$ cat src/rtl/erspl_pkg.sv
`timescale 1ns / 1ps
// Shared types, field widths, opcodes and error codes of the erase range splitter.
package erspl_pkg;

  // Flash address width; run addresses wrap modulo 2**ADDR_BITS
  localparam int ADDR_BITS = 25;

  // Field widths
  localparam int OFF_W  = 25;
  localparam int LEN_W  = 26;
  localparam int OP_W   = 8;
  localparam int ADDR_W = 25;
  localparam int CNT_W  = 10;
  localparam int ERR_W  = 2;

  // Stream data widths (fields packed from bit 0, padded to whole bytes)
  localparam int IN_DATA_W  = 56;
  localparam int OUT_DATA_W = 48;
  localparam int OUT_PAD_W  = OUT_DATA_W - (OP_W + ADDR_W + CNT_W + ERR_W);

  // Length in 4K sectors
  localparam int UNIT_W = LEN_W - 12;

  // Address bits that survive the wrap
  localparam int ADDR_KEEP = (ADDR_BITS < ADDR_W) ? ADDR_BITS : ADDR_W;
  localparam logic [ADDR_W-1:0] RUN_ADDR_MASK =
    ADDR_W'((64'(1) << ADDR_KEEP) - 64'(1));

  // Erase opcodes
  localparam logic [OP_W-1:0] OP_NONE   = 8'h00;
  localparam logic [OP_W-1:0] OP_SECTOR = 8'h20;
  localparam logic [OP_W-1:0] OP_BLK32  = 8'h52;
  localparam logic [OP_W-1:0] OP_BLK64  = 8'hd8;

  // Error codes
  localparam logic [ERR_W-1:0] ERR_NONE      = 2'd0;
  localparam logic [ERR_W-1:0] ERR_UNALIGNED = 2'd1;
  localparam logic [ERR_W-1:0] ERR_SHORT     = 2'd2;
  localparam logic [ERR_W-1:0] ERR_NOT_MULT  = 2'd3;

  // Run slots, in issue order
  localparam int SLOTS  = 5;
  localparam int SLOT_W = 3;
  localparam logic [SLOT_W-1:0] SLOT_HEAD_S   = 3'd0;
  localparam logic [SLOT_W-1:0] SLOT_HEAD_B32 = 3'd1;
  localparam logic [SLOT_W-1:0] SLOT_BLK64    = 3'd2;
  localparam logic [SLOT_W-1:0] SLOT_TAIL_B32 = 3'd3;
  localparam logic [SLOT_W-1:0] SLOT_TAIL_S   = 3'd4;

  // Plan queue
  localparam int QDEPTH = 2;
  localparam int QPTR_W = 1;
  localparam int QCNT_W = 2;

  // One classified request: raw pieces for address stepping, merged run counts
  typedef struct packed {
    logic [ERR_W-1:0]             err;
    logic [OFF_W-1:0]             off;
    logic [3:0]                   hs;        // head sectors before merge
    logic                         hb;        // head 32K block
    logic [CNT_W-1:0]             c64;       // 64K blocks
    logic                         t32;       // tail 32K block before merge
    logic [SLOTS-1:0][CNT_W-1:0]  cnt;       // merged count per slot
    logic [SLOT_W-1:0]            last_slot; // highest slot with a run
  } plan_t;

endpackage

$ cat src/rtl/erspl_front.sv
`timescale 1ns / 1ps
// Front end: takes requests, checks them and splits the range into run slots.
module erspl_front (
  input  logic                               clk,
  input  logic                               rst_n,
  input  logic                               in_tvalid,
  output logic                               in_tready,
  input  logic [erspl_pkg::IN_DATA_W-1:0]    in_tdata,
  output logic                               plan_valid,
  input  logic                               plan_ready,
  output erspl_pkg::plan_t                   plan
);

  localparam int UW = erspl_pkg::UNIT_W;

  // Request fields
  logic [erspl_pkg::OFF_W-1:0] off_in;
  logic [erspl_pkg::LEN_W-1:0] len_in;
  assign off_in = in_tdata[erspl_pkg::OFF_W-1:0];
  assign len_in = in_tdata[erspl_pkg::OFF_W +: erspl_pkg::LEN_W];

  logic [erspl_pkg::ERR_W-1:0] err_in;
  logic [UW-1:0]               units;
  logic [3:0]                  sub64;
  logic [3:0]                  head_left;
  logic [3:0]                  hs1_in;
  logic [UW-1:0]               l1_in;
  logic                        need32_in;

  // Check alignment and length, and take sectors up to the next 32K boundary
  always_comb begin
    priority if (off_in[11:0] != 12'd0) begin
      err_in = erspl_pkg::ERR_UNALIGNED;
    end else if (len_in[erspl_pkg::LEN_W-1:12] == '0) begin
      err_in = erspl_pkg::ERR_SHORT;
    end else if (len_in[11:0] != 12'd0) begin
      err_in = erspl_pkg::ERR_NOT_MULT;
    end else begin
      err_in = erspl_pkg::ERR_NONE;
    end
    units     = len_in[erspl_pkg::LEN_W-1:12];
    sub64     = off_in[15:12];
    head_left = 4'd8 - {1'b0, sub64[2:0]};
    if (sub64[2:0] == 3'd0) begin
      hs1_in = 4'd0;
    end else if (units < UW'(head_left)) begin
      hs1_in = units[3:0];
    end else begin
      hs1_in = head_left;
    end
    l1_in     = units - UW'(hs1_in);
    // lower 32K half unaligned, or exactly on the upper half: a 32K block may follow
    need32_in = (sub64[2:0] != 3'd0) ? !sub64[3] : sub64[3];
  end

  // Stage one registers
  logic                        s1_valid_r, s1_valid_nxt;
  logic [erspl_pkg::ERR_W-1:0] s1_err_r;
  logic [erspl_pkg::OFF_W-1:0] s1_off_r;
  logic [3:0]                  s1_hs1_r;
  logic [UW-1:0]               s1_l1_r;
  logic                        s1_need32_r;

  assign in_tready = !s1_valid_r || plan_ready;

  always_comb begin
    s1_valid_nxt = s1_valid_r;
    if (in_tready) begin
      s1_valid_nxt = in_tvalid;
    end
  end

  always_ff @(posedge clk) begin
    if (!rst_n) begin
      s1_valid_r <= 1'b0;
    end else begin
      s1_valid_r <= s1_valid_nxt;
    end
  end

  always_ff @(posedge clk) begin
    if (in_tvalid && in_tready) begin
      s1_err_r    <= err_in;
      s1_off_r    <= off_in;
      s1_hs1_r    <= hs1_in;
      s1_l1_r     <= l1_in;
      s1_need32_r <= need32_in;
    end
  end

  // Finish the head, split the rest into 64K, 32K and 4K pieces, merge neighbors
  logic [3:0]    hs;
  logic          hb;
  logic [UW-1:0] rem;
  logic          merge_b;
  logic          merge_s;

  always_comb begin
    if (s1_need32_r && (s1_l1_r != '0)) begin
      if (s1_l1_r[UW-1:3] != '0) begin
        hs  = s1_hs1_r;
        hb  = 1'b1;
        rem = s1_l1_r - UW'(8);
      end else begin
        hs  = s1_hs1_r + s1_l1_r[3:0];
        hb  = 1'b0;
        rem = '0;
      end
    end else begin
      hs  = s1_hs1_r;
      hb  = 1'b0;
      rem = s1_l1_r;
    end

    plan.err = s1_err_r;
    plan.off = s1_off_r;
    plan.hs  = hs;
    plan.hb  = hb;
    plan.c64 = rem[UW-1:4];
    plan.t32 = rem[3];

    merge_b = hb && (rem[UW-1:4] == '0) && rem[3];
    merge_s = (hs != 4'd0) && !hb && (rem[UW-1:3] == '0) && (rem[2:0] != 3'd0);

    plan.cnt[erspl_pkg::SLOT_HEAD_S] = erspl_pkg::CNT_W'(hs)
      + (merge_s ? erspl_pkg::CNT_W'(rem[2:0]) : '0);
    plan.cnt[erspl_pkg::SLOT_HEAD_B32] = hb ? (merge_b ? erspl_pkg::CNT_W'(2)
                                                       : erspl_pkg::CNT_W'(1)) : '0;
    plan.cnt[erspl_pkg::SLOT_BLK64]    = rem[UW-1:4];
    plan.cnt[erspl_pkg::SLOT_TAIL_B32] = erspl_pkg::CNT_W'(rem[3] && !merge_b);
    plan.cnt[erspl_pkg::SLOT_TAIL_S]   = merge_s ? '0 : erspl_pkg::CNT_W'(rem[2:0]);

    // Last slot that carries a run
    priority if (plan.cnt[erspl_pkg::SLOT_TAIL_S] != '0) begin
      plan.last_slot = erspl_pkg::SLOT_TAIL_S;
    end else if (plan.cnt[erspl_pkg::SLOT_TAIL_B32] != '0) begin
      plan.last_slot = erspl_pkg::SLOT_TAIL_B32;
    end else if (plan.cnt[erspl_pkg::SLOT_BLK64] != '0) begin
      plan.last_slot = erspl_pkg::SLOT_BLK64;
    end else if (plan.cnt[erspl_pkg::SLOT_HEAD_B32] != '0) begin
      plan.last_slot = erspl_pkg::SLOT_HEAD_B32;
    end else begin
      plan.last_slot = erspl_pkg::SLOT_HEAD_S;
    end
  end

  assign plan_valid = s1_valid_r;

endmodule

$ cat src/rtl/erspl_queue.sv
`timescale 1ns / 1ps
// Two-entry plan queue between the front end and the run sequencer.
module erspl_queue (
  input  logic             clk,
  input  logic             rst_n,
  input  logic             push_valid,
  output logic             push_ready,
  input  erspl_pkg::plan_t push_data,
  output logic             pop_valid,
  input  logic             pop_ready,
  output erspl_pkg::plan_t pop_data
);

  erspl_pkg::plan_t                 mem_r [erspl_pkg::QDEPTH];
  logic [erspl_pkg::QPTR_W-1:0]     wr_ptr_r, wr_ptr_nxt;
  logic [erspl_pkg::QPTR_W-1:0]     rd_ptr_r, rd_ptr_nxt;
  logic [erspl_pkg::QCNT_W-1:0]     count_r, count_nxt;
  logic                             push;
  logic                             pop;

  assign push_ready = count_r != erspl_pkg::QCNT_W'(erspl_pkg::QDEPTH);
  assign pop_valid  = count_r != '0;
  assign pop_data   = mem_r[rd_ptr_r];
  assign push       = push_valid && push_ready;
  assign pop        = pop_valid && pop_ready;

  // Advance pointers and occupancy
  always_comb begin
    wr_ptr_nxt = push ? wr_ptr_r + 1'b1 : wr_ptr_r;
    rd_ptr_nxt = pop ? rd_ptr_r + 1'b1 : rd_ptr_r;
    count_nxt  = count_r;
    if (push && !pop) begin
      count_nxt = count_r + 1'b1;
    end else if (pop && !push) begin
      count_nxt = count_r - 1'b1;
    end
  end

  always_ff @(posedge clk) begin
    if (!rst_n) begin
      wr_ptr_r <= '0;
      rd_ptr_r <= '0;
      count_r  <= '0;
    end else begin
      wr_ptr_r <= wr_ptr_nxt;
      rd_ptr_r <= rd_ptr_nxt;
      count_r  <= count_nxt;
    end
  end

  always_ff @(posedge clk) begin
    if (push) begin
      mem_r[wr_ptr_r] <= push_data;
    end
  end

endmodule

$ cat src/rtl/erspl_back.sv
`timescale 1ns / 1ps
// Back end: walks the run slots of one plan and drives the result stream.
module erspl_back (
  input  logic                              clk,
  input  logic                              rst_n,
  input  logic                              plan_valid,
  output logic                              plan_ready,
  input  erspl_pkg::plan_t                  plan,
  output logic                              out_tvalid,
  input  logic                              out_tready,
  output logic [erspl_pkg::OUT_DATA_W-1:0]  out_tdata,
  output logic                              out_tlast
);

  function automatic logic [erspl_pkg::OP_W-1:0] slot_opcode(
    input logic [erspl_pkg::SLOT_W-1:0] slot
  );
    logic [erspl_pkg::OP_W-1:0] op;
    unique case (slot)
      erspl_pkg::SLOT_HEAD_S:   op = erspl_pkg::OP_SECTOR;
      erspl_pkg::SLOT_HEAD_B32: op = erspl_pkg::OP_BLK32;
      erspl_pkg::SLOT_BLK64:    op = erspl_pkg::OP_BLK64;
      erspl_pkg::SLOT_TAIL_B32: op = erspl_pkg::OP_BLK32;
      erspl_pkg::SLOT_TAIL_S:   op = erspl_pkg::OP_SECTOR;
      default:                  op = erspl_pkg::OP_NONE;
    endcase
    return op;
  endfunction

  logic                           busy_r, busy_nxt;
  logic [erspl_pkg::SLOT_W-1:0]   slot_r, slot_nxt;
  logic [erspl_pkg::ADDR_W-1:0]   addr_r, addr_nxt;
  erspl_pkg::plan_t               cur_r, cur_nxt;
  logic                           out_valid_r, out_valid_nxt;
  logic [erspl_pkg::OUT_DATA_W-1:0] out_data_r, out_data_nxt;
  logic                           out_last_r, out_last_nxt;

  logic                           is_err;
  logic                           out_free;
  logic                           emit;
  logic                           step;
  logic                           final_slot;
  logic                           done;
  logic [erspl_pkg::ADDR_W-1:0]   span;
  logic [erspl_pkg::OP_W-1:0]     r_op;
  logic [erspl_pkg::ADDR_W-1:0]   r_addr;
  logic [erspl_pkg::CNT_W-1:0]    r_cnt;

  assign is_err     = cur_r.err != erspl_pkg::ERR_NONE;
  assign out_free   = !out_valid_r || out_tready;
  assign emit       = is_err ? (slot_r == erspl_pkg::SLOT_HEAD_S)
                             : (cur_r.cnt[slot_r] != '0);
  assign step       = busy_r && (!emit || out_free);
  assign final_slot = is_err || (slot_r == cur_r.last_slot);
  assign done       = step && final_slot;
  assign plan_ready = !busy_r || done;

  // Byte span of the current slot before merging
  always_comb begin
    unique case (slot_r)
      erspl_pkg::SLOT_HEAD_S:   span = erspl_pkg::ADDR_W'({cur_r.hs, 12'd0});
      erspl_pkg::SLOT_HEAD_B32: span = erspl_pkg::ADDR_W'({cur_r.hb, 15'd0});
      erspl_pkg::SLOT_BLK64:    span = erspl_pkg::ADDR_W'({cur_r.c64, 16'd0});
      erspl_pkg::SLOT_TAIL_B32: span = erspl_pkg::ADDR_W'({cur_r.t32, 15'd0});
      default:                  span = '0;
    endcase
  end

  // Result fields for the current slot
  always_comb begin
    if (is_err) begin
      r_op   = erspl_pkg::OP_NONE;
      r_addr = '0;
      r_cnt  = '0;
    end else begin
      r_op   = slot_opcode(slot_r);
      r_addr = addr_r & erspl_pkg::RUN_ADDR_MASK;
      r_cnt  = cur_r.cnt[slot_r];
    end
  end

  // Step the sequencer, load the next plan, fill the output register
  always_comb begin
    busy_nxt      = busy_r;
    slot_nxt      = slot_r;
    addr_nxt      = addr_r;
    cur_nxt       = cur_r;
    out_valid_nxt = out_valid_r && !out_tready;
    out_data_nxt  = out_data_r;
    out_last_nxt  = out_last_r;
    if (step) begin
      slot_nxt = slot_r + 1'b1;
      addr_nxt = addr_r + span;
      if (emit) begin
        out_valid_nxt = 1'b1;
        out_data_nxt  = {{erspl_pkg::OUT_PAD_W{1'b0}}, cur_r.err, r_cnt, r_addr, r_op};
        out_last_nxt  = final_slot;
      end
    end
    if (done) begin
      busy_nxt = 1'b0;
    end
    if (plan_valid && plan_ready) begin
      busy_nxt = 1'b1;
      slot_nxt = erspl_pkg::SLOT_HEAD_S;
      addr_nxt = plan.off;
      cur_nxt  = plan;
    end
  end

  always_ff @(posedge clk) begin
    if (!rst_n) begin
      busy_r      <= 1'b0;
      slot_r      <= erspl_pkg::SLOT_HEAD_S;
      out_valid_r <= 1'b0;
    end else begin
      busy_r      <= busy_nxt;
      slot_r      <= slot_nxt;
      out_valid_r <= out_valid_nxt;
    end
  end

  always_ff @(posedge clk) begin
    addr_r     <= addr_nxt;
    cur_r      <= cur_nxt;
    out_data_r <= out_data_nxt;
    out_last_r <= out_last_nxt;
  end

  assign out_tvalid = out_valid_r;
  assign out_tdata  = out_data_r;
  assign out_tlast  = out_last_r;

endmodule

$ cat src/rtl/flash_erase_range_splitter.sv
`timescale 1ns / 1ps
// Top level of the flash erase range splitter.
//
// Each request (start offset, length) is checked and split into runs of
// 4K sector (0x20), 32K block (0x52) and 64K block (0xd8) erases, given as
// opcode, first address and command count, with tlast on the final run. A
// request with an offset off 4K, a length below 4K or a length off 4K gives
// one result with opcode 0 and the error code. A two-stage front end checks
// and splits the request and hands a plan through a two-entry queue to a run
// sequencer, which steps through five run slots, one per cycle unless a run
// waits on a stalled output, up to the last slot in use (only the head
// sector slot for a rejected request); that sequencer sets the sustained
// rate. With the queue empty and the output free, the first result passes
// the stage one registers, a queue entry, the sequencer plan register and
// the output register; each empty slot before the first run delays it.
// Stalls on the output hold only the sequencer; the front end keeps taking
// requests until the queue fills.
module flash_erase_range_splitter (
  input  logic                              clk,
  input  logic                              rst_n,
  input  logic                              in_tvalid,
  output logic                              in_tready,
  // [24:0] start_offset, [50:25] erase_length, [55:51] zero
  input  logic [erspl_pkg::IN_DATA_W-1:0]   in_tdata,
  output logic                              out_tvalid,
  input  logic                              out_tready,
  // [7:0] opcode, [32:8] run_address, [42:33] command_count,
  // [44:43] error_code, [47:45] zero
  output logic [erspl_pkg::OUT_DATA_W-1:0]  out_tdata,
  output logic                              out_tlast
);

  logic             f_valid;
  logic             f_ready;
  erspl_pkg::plan_t f_plan;
  logic             q_valid;
  logic             q_ready;
  erspl_pkg::plan_t q_plan;

  erspl_front u_front (
    .clk        (clk),
    .rst_n      (rst_n),
    .in_tvalid  (in_tvalid),
    .in_tready  (in_tready),
    .in_tdata   (in_tdata),
    .plan_valid (f_valid),
    .plan_ready (f_ready),
    .plan       (f_plan)
  );

  erspl_queue u_queue (
    .clk        (clk),
    .rst_n      (rst_n),
    .push_valid (f_valid),
    .push_ready (f_ready),
    .push_data  (f_plan),
    .pop_valid  (q_valid),
    .pop_ready  (q_ready),
    .pop_data   (q_plan)
  );

  erspl_back u_back (
    .clk        (clk),
    .rst_n      (rst_n),
    .plan_valid (q_valid),
    .plan_ready (q_ready),
    .plan       (q_plan),
    .out_tvalid (out_tvalid),
    .out_tready (out_tready),
    .out_tdata  (out_tdata),
    .out_tlast  (out_tlast)
  );

`ifndef SYNTHESIS
  // A rejection is a single, empty, final result
  a_err_result: assert property (@(posedge clk) disable iff (!rst_n)
    out_tvalid && (out_tdata[44:43] != erspl_pkg::ERR_NONE) |->
      out_tlast && (out_tdata[7:0] == erspl_pkg::OP_NONE) && (out_tdata[42:33] == '0))
    else $error("rejected request result is not a single empty run");

  // Accepted requests only give real runs
  a_ok_result: assert property (@(posedge clk) disable iff (!rst_n)
    out_tvalid && (out_tdata[44:43] == erspl_pkg::ERR_NONE) |->
      (out_tdata[42:33] != '0) && (out_tdata[7:0] != erspl_pkg::OP_NONE))
    else $error("run result with zero count or no opcode");

  // Every valid plan ends on a slot that carries a run
  a_plan_last: assert property (@(posedge clk) disable iff (!rst_n)
    q_valid && q_ready |->
      (q_plan.err != erspl_pkg::ERR_NONE) || (q_plan.cnt[q_plan.last_slot] != '0))
    else $error("plan last slot carries no run");
`endif

endmodule
$ cat config.mk
export PLATFORM = sky130hd
export DESIGN_NAME = flash_erase_range_splitter
export DESIGN_NICKNAME = d
export VERILOG_FILES = /design/src/rtl/erspl_pkg.sv /design/src/rtl/erspl_front.sv /design/src/rtl/erspl_queue.sv /design/src/rtl/erspl_back.sv /design/src/rtl/flash_erase_range_splitter.sv
export SDC_FILE = /design/constraint.sdc
export NUM_CORES = 1
export LEC_CHECK = 0
export ABC_AREA = 1
export BUFFER_PORTS_ARGS = -buffer_cell sky130_fd_sc_hd__buf_2
export CAP_MARGIN = 10
export CORE_MARGIN = 10
export CORE_UTILIZATION = 30
export DETAILED_ROUTE_END_ITERATION = 10
export GPL_TIMING_DRIVEN = 0
export SETUP_SLACK_MARGIN = 0.02
export SKIP_CTS_REPAIR_TIMING = 1
export SLEW_MARGIN = 20
export SYNTH_ARGS = -nofsm -noshare
export SYNTH_HDL_FRONTEND = slang
export SYNTH_HIERARCHICAL = 1
export SYNTH_SLANG_ARGS = --single-unit
$ cat constraint.sdc
create_clock -name clk -period 15.6 [get_ports clk]
set_clock_uncertainty 0.1 [all_clocks]
set_input_delay 0.78 -clock clk [delete_from_list [all_inputs] [get_ports clk]]
set_output_delay 0.78 -clock clk [all_outputs]
set_load 0.05 [all_outputs]
=== Yosys cells after proc, flatten, opt, wreduce, memory -nomap -nowiden ===
Memory sizes are Yosys's and may differ from the RTL's. A register that Yosys moved wholly into a read port is not among the register bits.
Index checks and enable logic that the tools add are counted.
W data, S select, Z words.

* Register bits after elaboration: 197
* RAM bits: 160
* Bits of input ports: 60
* Output and inout bits: 51
* Memories kept: 1

* $add $sub $neg: 11
* Order comparisons: 2
* Equality and inequality tests: 6
* Multiplexer cells: 36
* Bitwise operators: 1
* Reduce and logical (&&, ||, !) cells: 55

{| class="wikitable"
|+ Memory list
! name !! depth !! width !! read ports !! clocked after Yosys merged registers in !! wr ports !! line !! text
|-
| u_queue.mem_r || 2 || 80 || 1 || 1 || 1 || erspl_queue.sv:14 || <nowiki>erspl_pkg::plan_t mem_r [erspl_pkg::QDEPTH];</nowiki>
|}

{| class="wikitable"
|+ Operators by type and width
! cell !! count
|-
| $pmux W25 S4 || 1
|-
| $mux W25 || 2
|-
| $reduce_bool A10 Y1 || 4
|-
| $bmux W10 S3 || 1
|-
| $mux W14 || 2
|-
| $add A25 B25 Y25 || 1
|-
| $pmux W8 S3 || 1
|-
| $reduce_bool A12 Y1 || 2
|-
| $mux W10 || 2
|-
| $mux W4 || 4
|-
| $logic_and A1 B1 Y1 || 15
|-
| $mux W3 || 5
|-
| $logic_not A14 Y1 || 1
|-
| $lt A14 B4 Y1 || 1
|-
| $reduce_bool A14 Y1 || 1
|-
| $sub A14 B4 Y14 || 1
|-
| $sub A14 B4 Y14 const B || 1
|-
| $mux W1 || 13
|-
| $logic_not A11 Y1 || 1
|-
| $reduce_bool A11 Y1 || 1
|-
| $add A4 B10 Y10 || 1
|-
| $logic_not A1 Y1 || 10
|-
| $logic_not A10 Y1 || 1
|-
| $mux W2 || 5
|-
| 20 further kinds || 34
|}

=== Depth between registers and ports, before layout ===
* Depth in word-level cells: 13
* Gate-level depth with buffers: 23
* Depth with buffers taken out: 21

=== By module ===
Netlist, hierarchy kept.

{| class="wikitable"
|+ Modules (own cells, without submodules)
! module !! instances !! cells an instance !! area an instance (sq um) !! seq. area each (sq um)
|-
| erspl_queue || 1 || 336 || 7368.3 || 5865.6
|-
| erspl_back || 1 || 568 || 6284.8 || 4214.0
|-
| erspl_front || 1 || 390 || 3415.8 || 1401.3
|}

=== Worst setup path after synthesis ===
No wires, ideal clock.

* Path kind: flip-flop to flip-flop
* From: reg u_queue/count_r[0] (netlist bit)
* To: mem u_queue/mem_r[0][0] (netlist bit) (enable)
* Arrival time: 4.563 ns
* Data required time: 14.949 ns
* Slack: 10.386 ns
* Stages on the path, launching flop included: 5
* Cells stage by stage: dfxtp_1 inv_1 nand2_1 nand2_1 nor2_1

* Cells in the longest elaborated chain, start to end: 4

{| class="wikitable"
|+ Ends and longest elaborated chain
! item !! line !! text
|-
| from (decl) || erspl_queue.sv:17 || <nowiki>logic [erspl_pkg::QCNT_W-1:0] count_r, count_nxt;</nowiki>
|-
| from (signal assigned) || erspl_queue.sv:47 || <nowiki>count_r <= count_nxt;</nowiki>
|-
| $ne A2 B2 Y1 || erspl_queue.sv:21 || <nowiki>assign push_ready = count_r != erspl_pkg::QCNT_W'(erspl_pkg::QDEPTH);</nowiki>
|-
| net f_ready || flash_erase_range_splitter.sv:34 || <nowiki>logic f_ready;</nowiki>
|-
| $logic_and A1 B1 Y1 || erspl_queue.sv:24 || <nowiki>assign push = push_valid && push_ready;</nowiki>
|-
| $mux W1 || erspl_queue.sv:52 || <nowiki>if (push) begin</nowiki>
|-
| $mux W1 (implied by the code) || erspl_queue.sv:53 || <nowiki>mem_r[wr_ptr_r] <= push_data;</nowiki>
|-
| to (decl) || erspl_queue.sv:14 ||
|}

The timed path passes the listed nets, and every way through them passes these cells.

=== Worst setup path in the final report ===
* From: in in_tdata[12] (netlist bit)
* To: reg u_front.s1_l1_r[10] (data pin)

* Cells in the longest elaborated chain, start to end: 5
* Elaborated cells between the ends (all ways): 6
* Those cells by class: 2 x add/sub; 1 x order compare; 2 x mux; 1 x reduce/logical

{| class="wikitable"
|+ Ends and longest elaborated chain
! item !! line !! text
|-
| from (decl) || flash_erase_range_splitter.sv:24 || <nowiki>input logic [erspl_pkg::IN_DATA_W-1:0] in_tdata,</nowiki>
|-
| $sub A4 B3 Y4 || erspl_front.sv:43 || <nowiki>head_left = 4'd8 - {1'b0, sub64[2:0]};</nowiki>
|-
| $lt A14 B4 Y1 || erspl_front.sv:46 || <nowiki>end else if (units < UW'(head_left)) begin</nowiki>
|-
| $mux W4 || erspl_front.sv:46 ||
|-
| $mux W4 (*) || erspl_front.sv:44 || <nowiki>if (sub64[2:0] == 3'd0) begin</nowiki>
|-
| net u_front.hs1_in[0] || erspl_front.sv:26 || <nowiki>logic [3:0] hs1_in;</nowiki>
|-
| $sub A14 B4 Y14 (*) || erspl_front.sv:51 || <nowiki>l1_in = units - UW'(hs1_in);</nowiki>
|-
| net u_front.l1_in[10] || erspl_front.sv:27 || <nowiki>logic [UW-1:0] l1_in;</nowiki>
|-
| to (signal assigned) || erspl_front.sv:86 || <nowiki>s1_l1_r <= l1_in;</nowiki>
|-
| to (decl) || erspl_front.sv:61 || <nowiki>logic [UW-1:0] s1_l1_r;</nowiki>
|}

Mark *: on every way through the listed nets, which the timed path passes. The rest lies on a longest branch.
A chain may end at the register's enable or synchronous reset.

==> results.json <==
{
  "first_iter_violations": 617,
  "gr-total-overflow": 0,
  "period_share_pct": 24.5,
  "r2r_start": "u_front/s1_l1_r[3]",
  "synth.avg_cell_area_um2": 13.2,
  "period_needed_ns": 3.82,
  "syn_to_final_growth_pct": 19.0,
  "grt_usage_pct": 10.1,
  "numCtsBuffers": 43,
  "power.leakage_nw": 8.02,
  "netlist_instances": 1290,
  "fin_nets": 1579,
  "die_w_um": 258,
  "post_drt_wl_per_cell_um": 15.0,
  "min_from": "in_tdata[19]",
  "cts_sinks": 384,
  "maxCapViolCount": 0,
  "use_met1_pct": 12.7,
  "hold_path_end": "u_front/s1_off_r[19]",
  "met3_usage_pct": 1.87,
  "r2r_end": "u_queue/mem_r[1][7]",
  "yosys_warnings": 6,
  "worstPathArrival_ns": 4.02,
  "dr.pass1.iters": 6,
  "grt_start_max_net_pins": 47,
  "ant_nets": 0,
  "worst_setup_path_start_kind": "primary input",
  "start_util_pct": 30.2,
  "dieArea_um2": 66500,
  "endpoint_kind": "flop",
  "required_ns": 15.80,
  "rrSetupSlack_ns": 11.91,
  "grt_pass1_wl_mm": 53.3,
  "p_per_area_nw_per_um2": 171,
  "layout-drive-gt1-share_pct": 26.1,
  "finalHoldViolations": 0,
  "grt_busiest_layer": "met2",
  "ioPinCount": 111,
  "vias": 9503,
  "status": "finished, final reports clean",
  "fp.coreArea_um2": 56300,
  "rr_worst_depth": 17,
  "rows": 87,
  "relSlewSlack_pct": 50.0,
  "peakVddDrop_uv": 81.1,
  "die_h_um": 258,
  "fmax_ghz": 0.262,
  "min_path_type": "in2reg",
  "dp_hpwl_mm": 24.9,
  "total_power_mw": 3.45,
  "maxSlewViolCount": 0,
  "fin_tns_setup_ns": 0,
  "cts-root-buf": "clkbuf_16",
  "routed_wl_mm": 34.1,
  "worst_pin_slew_ns": 0.746,
  "hold_path_depth": 1,
  "rsz0062_at_grt": "no",
  "setup_viol": 0,
  "cts.path.max_buffers": 3,
  "viasPerCell": 4.19,
  "crit_type": "in2reg",
  "drc": 0,
  "cp_max_fo": 8,
  "cts_tree": "built",
  "antennaDiodeCount": 0,
  "numPortBuffers": 100,
  "antenna_found_initial": 0,
  "grt_util_met2_pct": 17.0,
  "final_util_pct": 35.9,
  "clk_pin_slew_ns": 0.06,
  "clk_latency_ns": 0.57,
  "htreeDepth": 2,
  "grt_pass1_vias": 9626,
  "fill_cells": 5412,
  "syn-cell-area_um2": 17000,
  "gp_congestion": 0.833
}
-- per-layer routing --
metal  vias to the layer above  share of wire, %
met4                         0               2.9
met5                         -                 0
li1                       4757                 -
met3                        64               4.1
met1                      4498                44
met2                       184                49
-- cell type report --
class | count | area, um^2 | share of cell area [%]
buffer | 79 | 611 | 3.02
clock buffer | 54 | 1140 | 5.63
clock inverter | 26 | 198 | 0.978
inverter | 155 | 584 | 2.89
multi-input combinational | 704 | 4520 | 22.4
sequential | 384 | 11400 | 56.5
tap | 756 | 946 | 4.68
timing repair buffer | 112 | 793 | 3.92
-- sequential cells by signal, summed over array words and instances (netlist names), 2 cells and up, named ones only --
| signal | flops |
|---|---|
| u_back/addr_r | 25 |
| u_back/cur_r | 70 |
| u_back/out_tdata | 41 |
| u_back/slot_r | 3 |
| u_front/s1_err_r | 2 |
| u_front/s1_hs1_r | 4 |
| u_front/s1_l1_r | 14 |
| u_front/s1_off_r | 25 |
| u_queue/count_r | 2 |
| u_queue/mem_r | 190 |
-- per-stage QoR --
| stage | std cells | cell area [um^2] | setup slack, ns | hold slack, ns |
|---|---|---|---|---|
| 3_3_place_gp | 2178 | 18600 | 7.68 | 0.323 |
| 4_1_cts | 2270 | 20200 | 11.83 | 0.255 |
| 5_1_grt | 2270 | 20200 | 11.45 | 0.270 |
| 6_report | 2270 | 20200 | 11.78 | 0.286 |
| 2_1_floorplan | 1322 | 17100 | 10.43 | 0.321 |
| 3_5_place_dp | 2190 | 18900 | 11.24 | 0.331 |
-- worst max-delay path, cell delays in order --
cell	delay, ns
buf_2	0.11
inv_1	0.07
ha_1	0.19
ha_1	0.27
inv_1	0.05
ha_1	0.26
o21a_1	0.10
o21ai_0	0.13
nand2_1	0.17
a21oi_1	0.24
ha_1	0.18
inv_1	0.06
fa_1	0.40
a21o_1	0.19
a21oi_1	0.19
nand3b_1	0.18
nor2_1	0.20
nand2_1	0.09
xor2_1	0.14
-- worst max-delay path by stage --
stage | slack (ns) | depth (start not counted) | end | startpoint
after floorplan | 10.43 | 4 | u_queue/mem_r[0][0] | u_queue/count_r[0]
after global placement | 7.68 | 4 | u_queue/mem_r[0][49] | u_queue/count_r[0]
after detailed placement | 11.24 | 19 | u_front/s1_l1_r[10] | in_tdata[12]
after CTS | 11.83 | 19 | u_front/s1_l1_r[10] | in_tdata[12]
after global routing | 11.45 | 20 | u_front/s1_l1_r[10] | in_tdata[12]
final | 11.78 | 19 | u_front/s1_l1_r[10] | in_tdata[12]
-- power by group --
| part | internal, mW | leakage (nW) | total (mW) | switching, mW |
|---|---|---|---|---|
| combinational | 0.361 | 3.77 | 0.971 | 0.610 |
| sequential | 1.45 | 3.60 | 1.53 | 0.0853 |
| clock | 0.541 | 0.647 | 0.949 | 0.408 |
| total | 2.35 | 8.02 | 3.45 | 1.10 |
-- cells in the final DEF (no fill, tap or decap), types with 36 or more instances in the layout --
cell type and count:
buf_4 50, inv_1 140, nor2_1 110, clkbuf_16 44, nand2_1 183, mux2_4 39
edfxtp_1 373, buf_2 110, nand3_1 84, mux2_2 56, ha_1 36
Power figures use the tool's default switching activity.
